$ cat src/hdl/lrf_pkg.sv
`timescale 1ns / 1ps
// ----------------------------------------------------------------------------
// Link reconnect package
// Shared types, codes and reset constants for the link-session controller.
// ----------------------------------------------------------------------------
package lrf_pkg;

    localparam int TIME_BITS_DEF = 32;

    localparam int CMD_W     = 2;
    localparam int NOW_W     = 32;
    localparam int DELAY_W   = 16;
    localparam int TIMEOUT_W = 20;
    localparam int LS_W      = 3;
    localparam int CFG_IDX_W = 2;
    localparam int CFG_DAT_W = 20;

    localparam logic [DELAY_W-1:0]   RST_BASE_DELAY = 16'd5000;
    localparam logic [DELAY_W-1:0]   RST_MAX_DELAY  = 16'd60000;
    localparam logic [TIMEOUT_W-1:0] RST_TIMEOUT    = 20'd30000;

    localparam logic [CFG_IDX_W-1:0] CFG_BASE_DELAY = 2'd0;
    localparam logic [CFG_IDX_W-1:0] CFG_MAX_DELAY  = 2'd1;
    localparam logic [CFG_IDX_W-1:0] CFG_TIMEOUT    = 2'd2;

    localparam logic [LS_W-1:0] LS_IDLE         = 3'd0;
    localparam logic [LS_W-1:0] LS_CHECK        = 3'd1;
    localparam logic [LS_W-1:0] LS_CONNECTING   = 3'd2;
    localparam logic [LS_W-1:0] LS_CONNECTED    = 3'd3;
    localparam logic [LS_W-1:0] LS_DISCONNECTED = 3'd4;

    typedef enum logic [CMD_W-1:0] {
        CMD_POLL     = 2'd0,
        CMD_BRK_UP   = 2'd1,
        CMD_BRK_DOWN = 2'd2,
        CMD_BRK_ERR  = 2'd3
    } cmd_t;

    typedef enum logic [4:0] {
        ST_IDLE         = 5'b00001,
        ST_CHECK        = 5'b00010,
        ST_CONNECTING   = 5'b00100,
        ST_CONNECTED    = 5'b01000,
        ST_DISCONNECTED = 5'b10000
    } state_t;

    typedef struct packed {
        logic [DELAY_W-1:0]   base_delay;
        logic [DELAY_W-1:0]   max_delay;
        logic [TIMEOUT_W-1:0] timeout;
    } cfg_t;

    typedef struct packed {
        logic stop;
        logic attempt;
    } strobe_t;

    function automatic logic [LS_W-1:0] state_code(input state_t st);
        logic [LS_W-1:0] code;
        unique case (st)
            ST_IDLE:         code = LS_IDLE;
            ST_CHECK:        code = LS_CHECK;
            ST_CONNECTING:   code = LS_CONNECTING;
            ST_CONNECTED:    code = LS_CONNECTED;
            ST_DISCONNECTED: code = LS_DISCONNECTED;
            default:         code = LS_IDLE;
        endcase
        return code;
    endfunction

endpackage

$ cat src/hdl/lrf_if.sv
`timescale 1ns / 1ps
// ----------------------------------------------------------------------------
// Link reconnect channels
// Valid/ready channels for event beats, result beats and register writes.
// ----------------------------------------------------------------------------
interface lrf_evt_if;
    import lrf_pkg::*;

    logic               valid;
    logic               ready;
    logic [CMD_W-1:0]   command;
    logic [NOW_W-1:0]   now_ms;
    logic               link_up;
    logic               client_present;
    logic               reconnect_ok;

    modport source (output valid, command, now_ms, link_up, client_present, reconnect_ok,
                    input ready);
    modport sink   (input valid, command, now_ms, link_up, client_present, reconnect_ok,
                    output ready);
endinterface

interface lrf_res_if;
    import lrf_pkg::*;

    logic               valid;
    logic               ready;
    logic [LS_W-1:0]    link_state;
    logic               broker_connected;
    logic               stop_client;
    logic               reconnect_attempt;
    logic [DELAY_W-1:0] retry_delay_ms;

    modport source (output valid, link_state, broker_connected, stop_client,
                    reconnect_attempt, retry_delay_ms,
                    input ready);
    modport sink   (input valid, link_state, broker_connected, stop_client,
                    reconnect_attempt, retry_delay_ms,
                    output ready);
endinterface

interface lrf_cfg_if;
    import lrf_pkg::*;

    logic                 valid;
    logic                 ready;
    logic [CFG_IDX_W-1:0] index;
    logic [CFG_DAT_W-1:0] data;

    modport source (output valid, index, data, input ready);
    modport sink   (input valid, index, data, output ready);
endinterface

$ cat src/hdl/lrf_cfg_regs.sv
`timescale 1ns / 1ps
// ----------------------------------------------------------------------------
// Link reconnect configuration registers
// Base delay, delay ceiling and connect timeout, written by index.
// ----------------------------------------------------------------------------
module lrf_cfg_regs (
    input  logic         clk,
    input  logic         rst_n,
    lrf_cfg_if.sink      cfg,
    output lrf_pkg::cfg_t regs
);
    import lrf_pkg::*;

    cfg_t cfg_reg;
    cfg_t cfg_next;
    logic wr_beat;

    assign cfg.ready = 1'b1;
    assign wr_beat   = cfg.valid && cfg.ready;
    assign regs      = cfg_reg;

    always_comb
    begin
        cfg_next = cfg_reg;
        if (wr_beat)
        begin
            unique case (cfg.index)
                CFG_BASE_DELAY:
                begin
                    cfg_next.base_delay = cfg.data[DELAY_W-1:0];
                end
                CFG_MAX_DELAY:
                begin
                    cfg_next.max_delay = cfg.data[DELAY_W-1:0];
                end
                CFG_TIMEOUT:
                begin
                    cfg_next.timeout = cfg.data[TIMEOUT_W-1:0];
                end
                default:
                begin
                end
            endcase
        end
    end

    always_ff @(posedge clk or negedge rst_n)
    begin
        if (!rst_n)
        begin
            cfg_reg.base_delay <= RST_BASE_DELAY;
            cfg_reg.max_delay  <= RST_MAX_DELAY;
            cfg_reg.timeout    <= RST_TIMEOUT;
        end
        else
        begin
            cfg_reg <= cfg_next;
        end
    end

endmodule

$ cat src/hdl/lrf_next_state.sv
`timescale 1ns / 1ps
// ----------------------------------------------------------------------------
// Link reconnect next-state logic
// Session state, broker flag, entry time and backoff delay for one beat.
// ----------------------------------------------------------------------------
module lrf_next_state #(
    parameter int TIME_BITS = lrf_pkg::TIME_BITS_DEF
) (
    input  lrf_pkg::cmd_t                 command,
    input  logic [TIME_BITS-1:0]          now_t,
    input  logic                          link_up,
    input  logic                          client_present,
    input  logic                          reconnect_ok,
    input  lrf_pkg::cfg_t                 regs,
    input  lrf_pkg::state_t               state_cur,
    input  logic                          flag_cur,
    input  logic [TIME_BITS-1:0]          entry_cur,
    input  logic [lrf_pkg::DELAY_W-1:0]   delay_cur,
    output lrf_pkg::state_t               state_nxt,
    output logic                          flag_nxt,
    output logic [TIME_BITS-1:0]          entry_nxt,
    output logic [lrf_pkg::DELAY_W-1:0]   delay_nxt,
    output lrf_pkg::strobe_t              strobes
);
    import lrf_pkg::*;

    localparam int CMP_W = (TIME_BITS > TIMEOUT_W) ? TIME_BITS : TIMEOUT_W;

    logic [TIME_BITS-1:0] elapsed;
    logic [DELAY_W:0]     dbl;
    logic [DELAY_W-1:0]   dbl_clamped;
    logic                 timed_out;
    logic                 delay_due;
    state_t               tgt;

    assign elapsed     = now_t - entry_cur;
    assign timed_out   = CMP_W'(elapsed) > CMP_W'(regs.timeout);
    assign delay_due   = CMP_W'(elapsed) >= CMP_W'(delay_cur);
    assign dbl         = {delay_cur, 1'b0};
    assign dbl_clamped = (dbl > {1'b0, regs.max_delay}) ? regs.max_delay : dbl[DELAY_W-1:0];

    always_comb
    begin
        tgt             = state_cur;
        flag_nxt        = flag_cur;
        entry_nxt       = entry_cur;
        delay_nxt       = delay_cur;
        strobes.stop    = 1'b0;
        strobes.attempt = 1'b0;

        unique case (command)
            CMD_BRK_UP:
            begin
                flag_nxt = 1'b1;
                if (state_cur == ST_CONNECTING)
                begin
                    tgt = ST_CONNECTED;
                end
            end
            CMD_BRK_DOWN:
            begin
                flag_nxt = 1'b0;
                if (state_cur == ST_CONNECTED)
                begin
                    tgt = ST_DISCONNECTED;
                end
            end
            CMD_BRK_ERR:
            begin
                flag_nxt = 1'b0;
                if (state_cur == ST_CONNECTED || state_cur == ST_CONNECTING)
                begin
                    tgt = ST_DISCONNECTED;
                end
            end
            CMD_POLL:
            begin
                unique case (state_cur)
                    ST_CHECK:
                    begin
                        if (link_up)
                        begin
                            tgt = ST_CONNECTING;
                        end
                    end
                    ST_CONNECTING, ST_CONNECTED:
                    begin
                        if (!link_up)
                        begin
                            flag_nxt     = 1'b0;
                            strobes.stop = client_present;
                            tgt          = ST_CHECK;
                        end
                        else if (state_cur == ST_CONNECTING)
                        begin
                            if (!client_present)
                            begin
                                tgt = ST_DISCONNECTED;
                            end
                            else if (flag_cur)
                            begin
                                tgt = ST_CONNECTED;
                            end
                            else if (timed_out)
                            begin
                                tgt = ST_DISCONNECTED;
                            end
                        end
                        else if (!flag_cur)
                        begin
                            tgt = ST_DISCONNECTED;
                        end
                    end
                    ST_DISCONNECTED:
                    begin
                        if (!link_up)
                        begin
                            tgt       = ST_CHECK;
                            delay_nxt = regs.base_delay;
                        end
                        else if (delay_due)
                        begin
                            if (client_present)
                            begin
                                strobes.attempt = 1'b1;
                                if (reconnect_ok)
                                begin
                                    tgt       = ST_CONNECTING;
                                    delay_nxt = regs.base_delay;
                                end
                                else
                                begin
                                    delay_nxt = dbl_clamped;
                                    entry_nxt = now_t;
                                end
                            end
                            else
                            begin
                                tgt = ST_CHECK;
                            end
                        end
                    end
                    ST_IDLE:
                    begin
                        tgt = ST_CHECK;
                    end
                    default:
                    begin
                        tgt = ST_CHECK;
                    end
                endcase
            end
        endcase

        state_nxt = tgt;
        if (tgt != state_cur)
        begin
            entry_nxt = now_t;
        end
    end

endmodule

$ cat src/hdl/link_reconnect_fsm_with_backoff.sv
`timescale 1ns / 1ps
// ----------------------------------------------------------------------------
// Link reconnect controller with backoff
// Five-state link-session machine with doubling reconnect delay.
// ----------------------------------------------------------------------------
// Path: an accepted event beat goes to the event register, its result to the
// result register. Throughput: one beat per cycle while results are taken; the
// state update is a single pass of compare and doubling logic between them.
// Reset: state idle, broker flag clear, entry time zero, delay and registers
// at their defaults; both channel registers empty.
// ----------------------------------------------------------------------------
module link_reconnect_fsm_with_backoff #(
    parameter int TIME_BITS = lrf_pkg::TIME_BITS_DEF
) (
    input  logic      clk,
    input  logic      rst_n,
    lrf_cfg_if.sink   cfg,
    lrf_evt_if.sink   evt,
    lrf_res_if.source res
);
    import lrf_pkg::*;

    cfg_t                 regs;

    logic                 evt_vld_reg;
    logic                 evt_vld_next;
    logic [CMD_W-1:0]     evt_cmd_reg;
    logic [NOW_W-1:0]     evt_now_reg;
    logic                 evt_link_reg;
    logic                 evt_client_reg;
    logic                 evt_ok_reg;

    state_t               state_reg;
    state_t               state_next;
    logic                 flag_reg;
    logic                 flag_next;
    logic [TIME_BITS-1:0] entry_reg;
    logic [TIME_BITS-1:0] entry_next;
    logic [DELAY_W-1:0]   delay_reg;
    logic [DELAY_W-1:0]   delay_next;
    strobe_t              strobes;

    logic                 res_vld_reg;
    logic                 res_vld_next;
    logic [LS_W-1:0]      res_state_reg;
    logic                 res_flag_reg;
    logic                 res_stop_reg;
    logic                 res_attempt_reg;
    logic [DELAY_W-1:0]   res_delay_reg;

    logic                 advance;
    logic                 evt_beat;
    logic [TIME_BITS-1:0] now_t;

    lrf_cfg_regs u_cfg (
        .clk   (clk),
        .rst_n (rst_n),
        .cfg   (cfg),
        .regs  (regs)
    );

    assign advance   = evt_vld_reg && (!res_vld_reg || res.ready);
    assign evt.ready = !evt_vld_reg || advance;
    assign evt_beat  = evt.valid && evt.ready;
    assign now_t     = TIME_BITS'(evt_now_reg);

    lrf_next_state #(
        .TIME_BITS (TIME_BITS)
    ) u_next (
        .command        (cmd_t'(evt_cmd_reg)),
        .now_t          (now_t),
        .link_up        (evt_link_reg),
        .client_present (evt_client_reg),
        .reconnect_ok   (evt_ok_reg),
        .regs           (regs),
        .state_cur      (state_reg),
        .flag_cur       (flag_reg),
        .entry_cur      (entry_reg),
        .delay_cur      (delay_reg),
        .state_nxt      (state_next),
        .flag_nxt       (flag_next),
        .entry_nxt      (entry_next),
        .delay_nxt      (delay_next),
        .strobes        (strobes)
    );

    always_comb
    begin
        priority if (evt_beat)
        begin
            evt_vld_next = 1'b1;
        end
        else if (advance)
        begin
            evt_vld_next = 1'b0;
        end
        else
        begin
            evt_vld_next = evt_vld_reg;
        end

        priority if (advance)
        begin
            res_vld_next = 1'b1;
        end
        else if (res.ready)
        begin
            res_vld_next = 1'b0;
        end
        else
        begin
            res_vld_next = res_vld_reg;
        end
    end

    always_ff @(posedge clk or negedge rst_n)
    begin
        if (!rst_n)
        begin
            evt_vld_reg <= 1'b0;
            res_vld_reg <= 1'b0;
            state_reg   <= ST_IDLE;
            flag_reg    <= 1'b0;
            entry_reg   <= '0;
            delay_reg   <= RST_BASE_DELAY;
        end
        else
        begin
            evt_vld_reg <= evt_vld_next;
            res_vld_reg <= res_vld_next;
            if (advance)
            begin
                state_reg <= state_next;
                flag_reg  <= flag_next;
                entry_reg <= entry_next;
                delay_reg <= delay_next;
            end
        end
    end

    // hold payload until the beat moves on
    always_ff @(posedge clk or negedge rst_n)
    begin
        if (!rst_n)
        begin
            evt_cmd_reg     <= CMD_POLL;
            evt_now_reg     <= '0;
            evt_link_reg    <= 1'b0;
            evt_client_reg  <= 1'b0;
            evt_ok_reg      <= 1'b0;
            res_state_reg   <= LS_IDLE;
            res_flag_reg    <= 1'b0;
            res_stop_reg    <= 1'b0;
            res_attempt_reg <= 1'b0;
            res_delay_reg   <= '0;
        end
        else
        begin
            if (evt_beat)
            begin
                evt_cmd_reg    <= evt.command;
                evt_now_reg    <= evt.now_ms;
                evt_link_reg   <= evt.link_up;
                evt_client_reg <= evt.client_present;
                evt_ok_reg     <= evt.reconnect_ok;
            end
            if (advance)
            begin
                res_state_reg   <= state_code(state_next);
                res_flag_reg    <= flag_next;
                res_stop_reg    <= strobes.stop;
                res_attempt_reg <= strobes.attempt;
                res_delay_reg   <= delay_next;
            end
        end
    end

    assign res.valid             = res_vld_reg;
    assign res.link_state        = res_state_reg;
    assign res.broker_connected  = res_flag_reg;
    assign res.stop_client       = res_stop_reg;
    assign res.reconnect_attempt = res_attempt_reg;
    assign res.retry_delay_ms    = res_delay_reg;

    a_hold_when_idle: assert property (@(posedge clk) disable iff (!rst_n)
        !advance |=> $stable(state_reg) && $stable(delay_reg) && $stable(entry_reg))
        else $error("session state moved without an event beat");

    a_result_follows: assert property (@(posedge clk) disable iff (!rst_n)
        advance |=> res_vld_reg)
        else $error("processed beat produced no result");

    a_attempt_source: assert property (@(posedge clk) disable iff (!rst_n)
        advance && strobes.attempt |-> state_reg == ST_DISCONNECTED && evt_link_reg)
        else $error("reconnect attempt outside disconnected with link up");

    a_stop_clears_flag: assert property (@(posedge clk) disable iff (!rst_n)
        res_vld_reg && res_stop_reg |-> !res_flag_reg && res_state_reg == LS_CHECK)
        else $error("stop strobe without dropping to check link");

endmodule

$ cat src/flat_wrapper.sv
// flat-port wrapper written by rule: the top's interface ports become plain ports
module link_reconnect_fsm_with_backoff_flat import lrf_pkg::*;
#(
    parameter int TIME_BITS = lrf_pkg::TIME_BITS_DEF
)
  (clk, rst_n, cfg_valid, cfg_index, cfg_data, cfg_ready, evt_valid, evt_command, evt_now_ms, evt_link_up, evt_client_present, evt_reconnect_ok, evt_ready, res_valid, res_link_state, res_broker_connected, res_stop_client, res_reconnect_attempt, res_retry_delay_ms, res_ready);
  lrf_cfg_if cfg_i ();
  lrf_evt_if evt_i ();
  lrf_res_if res_i ();
  input  logic clk;
  input  logic rst_n;
  input wire logic [$bits(cfg_i.valid)-1:0] cfg_valid;
  input wire logic [$bits(cfg_i.index)-1:0] cfg_index;
  input wire logic [$bits(cfg_i.data)-1:0] cfg_data;
  output wire logic [$bits(cfg_i.ready)-1:0] cfg_ready;
  input wire logic [$bits(evt_i.valid)-1:0] evt_valid;
  input wire logic [$bits(evt_i.command)-1:0] evt_command;
  input wire logic [$bits(evt_i.now_ms)-1:0] evt_now_ms;
  input wire logic [$bits(evt_i.link_up)-1:0] evt_link_up;
  input wire logic [$bits(evt_i.client_present)-1:0] evt_client_present;
  input wire logic [$bits(evt_i.reconnect_ok)-1:0] evt_reconnect_ok;
  output wire logic [$bits(evt_i.ready)-1:0] evt_ready;
  output wire logic [$bits(res_i.valid)-1:0] res_valid;
  output wire logic [$bits(res_i.link_state)-1:0] res_link_state;
  output wire logic [$bits(res_i.broker_connected)-1:0] res_broker_connected;
  output wire logic [$bits(res_i.stop_client)-1:0] res_stop_client;
  output wire logic [$bits(res_i.reconnect_attempt)-1:0] res_reconnect_attempt;
  output wire logic [$bits(res_i.retry_delay_ms)-1:0] res_retry_delay_ms;
  input wire logic [$bits(res_i.ready)-1:0] res_ready;
  assign cfg_i.valid = cfg_valid;
  assign cfg_i.index = cfg_index;
  assign cfg_i.data = cfg_data;
  assign cfg_ready = cfg_i.ready;
  assign evt_i.valid = evt_valid;
  assign evt_i.command = evt_command;
  assign evt_i.now_ms = evt_now_ms;
  assign evt_i.link_up = evt_link_up;
  assign evt_i.client_present = evt_client_present;
  assign evt_i.reconnect_ok = evt_reconnect_ok;
  assign evt_ready = evt_i.ready;
  assign res_valid = res_i.valid;
  assign res_link_state = res_i.link_state;
  assign res_broker_connected = res_i.broker_connected;
  assign res_stop_client = res_i.stop_client;
  assign res_reconnect_attempt = res_i.reconnect_attempt;
  assign res_retry_delay_ms = res_i.retry_delay_ms;
  assign res_i.ready = res_ready;
  link_reconnect_fsm_with_backoff #(.TIME_BITS(TIME_BITS)) u_core (.clk(clk), .rst_n(rst_n), .cfg(cfg_i), .evt(evt_i), .res(res_i));
endmodule
$ cat config.mk
export PLATFORM = sky130hd
export DESIGN_NAME = link_reconnect_fsm_with_backoff_flat
export DESIGN_NICKNAME = d
export VERILOG_FILES = /design/src/hdl/lrf_pkg.sv /design/src/hdl/lrf_if.sv /design/src/hdl/lrf_cfg_regs.sv /design/src/hdl/lrf_next_state.sv /design/src/hdl/link_reconnect_fsm_with_backoff.sv /design/src/flat_wrapper.sv
export SDC_FILE = /design/constraint.sdc
export NUM_CORES = 1
export LEC_CHECK = 0
export ABC_CLOCK_PERIOD_IN_PS = 10900
export BUFFER_PORTS_ARGS = -buffer_cell sky130_fd_sc_hd__buf_2
export CORE_MARGIN = 2
export CORE_UTILIZATION = 43
export DETAILED_ROUTE_END_ITERATION = 16
export SYNTH_ARGS = -nofsm -noshare
export SYNTH_HDL_FRONTEND = slang
export SYNTH_SLANG_ARGS = --single-unit
$ cat constraint.sdc
create_clock -name clk -period 10.9 [get_ports clk]
set_input_delay 1.635 -clock clk [delete_from_list [all_inputs] [get_ports clk]]
set_output_delay 1.635 -clock clk [all_outputs]
set_load 0.02 [all_outputs]
==> impl_metrics.json <==
{
  "synth_fp_nets": 1232,
  "firstDrtPassIters": 5,
  "synth_common_cells": "dfrtp_1 (130), inv_1 (98), mux2_2 (98)",
  "cts_buffer_depth": 2,
  "drive_gt1_frac": 0.2326,
  "maxCapViolations": 0,
  "hpwlAfterDp_mm": 19.44,
  "worstSetupEndpointType": "flop",
  "antenna_found_initial": 0,
  "drc": 0,
  "rsz0062_at_grt": "false",
  "hold_class": "flop to flop",
  "post-route-period-util": 0.5511,
  "portBuffers": 87,
  "cts_resized": 0,
  "cts_hold_buf": 0,
  "root_buffer": "clkbuf_16",
  "cp.arrival_ns": 6.32,
  "synth.most_common_cell": "dfrtp_1",
  "crit_chain": "inv_1, ha_1, inv_1, fa_1, a211oi_1, o21ai_0, a221oi_1, o21bai_1, xor2_1, ha_1, a211oi_1, nor2_1, a2111oi_0, o211a_1, o311a_1, o21ai_0, nor4_1, nand2b_1, a31oi_1, nor3_1, nor3_4, buf_4, mux2_2",
  "hold_violations": 0,
  "placed_area_mm2": 0.01115,
  "critical-path-slowest-cell": "a31oi_1",
  "cellLeakagePower_uw": 0.005306,
  "async_flop_share": 1.000,
  "dp_slack_ns": 4.937,
  "dieArea_mm2": 0.02580,
  "synth_edf_count": 0,
  "path_delay_family": "compound AO/OA/AOI/OAI gates",
  "clock.fmax_mhz": 166.5,
  "initial_core_util": 0.4363,
  "synthCells": 1085,
  "synth_seq_area_share": 0.3707,
  "peakVddDrop_mv": 0.1115,
  "largest_register_ffs": 52,
  "fin_tns_setup_ns": 0,
  "synth_area_mm2": 0.01055,
  "worstMarginPinSlew_ns": 1.130,
  "final_max_slew_viol_count": 0,
  "cts_sinks": 155,
  "final_nets": 1286,
  "fin_worst_skew_ns": 0.01003,
  "dieWidth_um": 160.6,
  "worstSkewPairLatency_ns": 0.43,
  "ys_warn_count": 0,
  "rows": 57,
  "yosys-top-cells-area": "dfrtp_1 (31%), mux2_2 (10%), ha_1 (9.7%), dfstp_2 (6.2%), inv_1 (3.5%)",
  "n_antenna_cell": 0,
  "postCtsSetupRepairBufs": 0,
  "htree_levels": 4,
  "final_area_mm2": 0.01174,
  "synth.largest_area_cell": "dfrtp_1",
  "track_usage": 0.2041,
  "clk_pin_slew_ns": 0.07,
  "avgSynthCellArea_um2": 9.721,
  "fin_ws_ns": 4.892,
  "crit_path_start_kind": "flop",
  "status": "completed",
  "cp.required_ns": 11.21,
  "finalWirelength_mm": 25.93,
  "ys.flop_type": "dfrtp_1",
  "cts_tree": "done",
  "die_y_um": 160.6,
  "period_needed_ns": 6.008,
  "routedWlPerCell_um": 17.57,
  "critPathMaxFanout": 32,
  "boundaryPins": 89,
  "gp_congestion": 0.9097,
  "cts_buffers": 17,
  "via_per_inst": 5.632,
  "worstSetupPathType": "flop to flop",
  "grt_start_max_net_pins": 86,
  "maxSlewHeadroom": 0.2434,
  "grt_pass1_wl_mm": 42.55,
  "overflow": 0,
  "netlist.area_leader.share": 0.3084,
  "dr.first_iter.drc_count": 588,
  "antenna_left": 0,
  "ys_types": 77,
  "p_per_area_mw_per_mm2": 292.8,
  "fp.coreArea_mm2": 0.02418,
  "setup_viol": 0,
  "vias": 8313,
  "ys_ff_latch": 155,
  "area_growth_pct": 11.33,
  "grt_pass1_vias": 8023,
  "crit_buf_inv": 3,
  "slowest_delay_ns": 0.51
}
==> final timing paths <==
check | startpoint | endpoint | slack (ns) | cells after the start
max in group asynchronous | rst_n | u_core.u_cfg.regs[51] | 8.22 | 2
setup reg to reg | u_core.evt_now_reg[0] | u_core.entry_reg[0] | 4.89 | 23
hold reg to reg | u_core.res.retry_delay_ms[8] | u_core.res.retry_delay_ms[8] | 0.47 | 2
setup / recovery | u_core.evt_now_reg[0] | u_core.entry_reg[0] | 4.89 | 23
min in group asynchronous | rst_n | u_core.u_cfg.regs[23] | 1.25 | 1
hold / removal | u_core.res.retry_delay_ms[8] | u_core.res.retry_delay_ms[8] | 0.47 | 2
==> power by group <==
part	switching, µW	total (µW)	internal, µW
sequential	139	891	752
clock	268	610	342
combinational	1120	1940	814
total	1530	3440	1910
==> layout by cell type (no fill, tap or decap), drive strengths merged, types with 20 or more instances in the layout <==
cell type / synthesis / final
dfstp: 25 / 25
nor2: 50 / 50
a21oi: 67 / 67
o22ai: 20 / 20
nand2: 84 / 84
ha: 82 / 82
o21ai: 51 / 51
buf: 23 / 95
dfrtp: 130 / 130
mux2: 128 / 128
nand4: 23 / 23
inv: 98 / 103
==> layer usage <==
metal | part of all wire | vias to the layer above | GRT usage
li1 | - | 4057 | -
met1 | 0.50 | 4049 | 0.2955
met2 | 0.46 | 179 | 0.3235
met3 | 0.034 | 28 | 0.02996
met4 | 0.013 | 0 | 0.04791
met5 | 0 | - | 0
==> layout make-up <==
type	instances	area [µm²]
tap	324	405.4
timing repair buffer	95	501.7
multi-input combinational	772	5968
fill	2310	12430
clock buffer	17	425.4
clock inverter	15	163.9
inverter	98	367.9
sequential	155	3910
==> worst min-delay path, stage by stage (launching register included) <==
cell     delay [ns]
dfrtp_1        0.34
nand2_1        0.04
o21ai_0        0.06
==> cells by family after synthesis <==
| family | Yosys count | synth area share |
|---|---|---|
| buffers and inverters | 158 | 0.06477 |
| adder cells (fa/ha/maj) | 83 | 0.09917 |
| flip-flops | 155 | 0.3707 |
| AO/OA/AOI/OAI | 266 | 0.1719 |
| XOR/XNOR | 20 | 0.01661 |
| multiplexers | 147 | 0.1547 |
| other | 1 | 0.0003555 |
| AND/OR/NAND/NOR | 255 | 0.1218 |
==> stage by stage <==
stage	total power (µW)	cells	util	hold WS [ns]
finish	3439	1476	0.4857	0.4728
CTS	3455	1476	0.4857	0.4827
floorplan	2372	1085	-	0.4642
detailed placement	2830	1444	0.4613	0.4664
global placement	2792	1444	0.4613	0.4582
global route	3756	1476	0.4857	0.5017
Power figures use the tool's default switching activity.
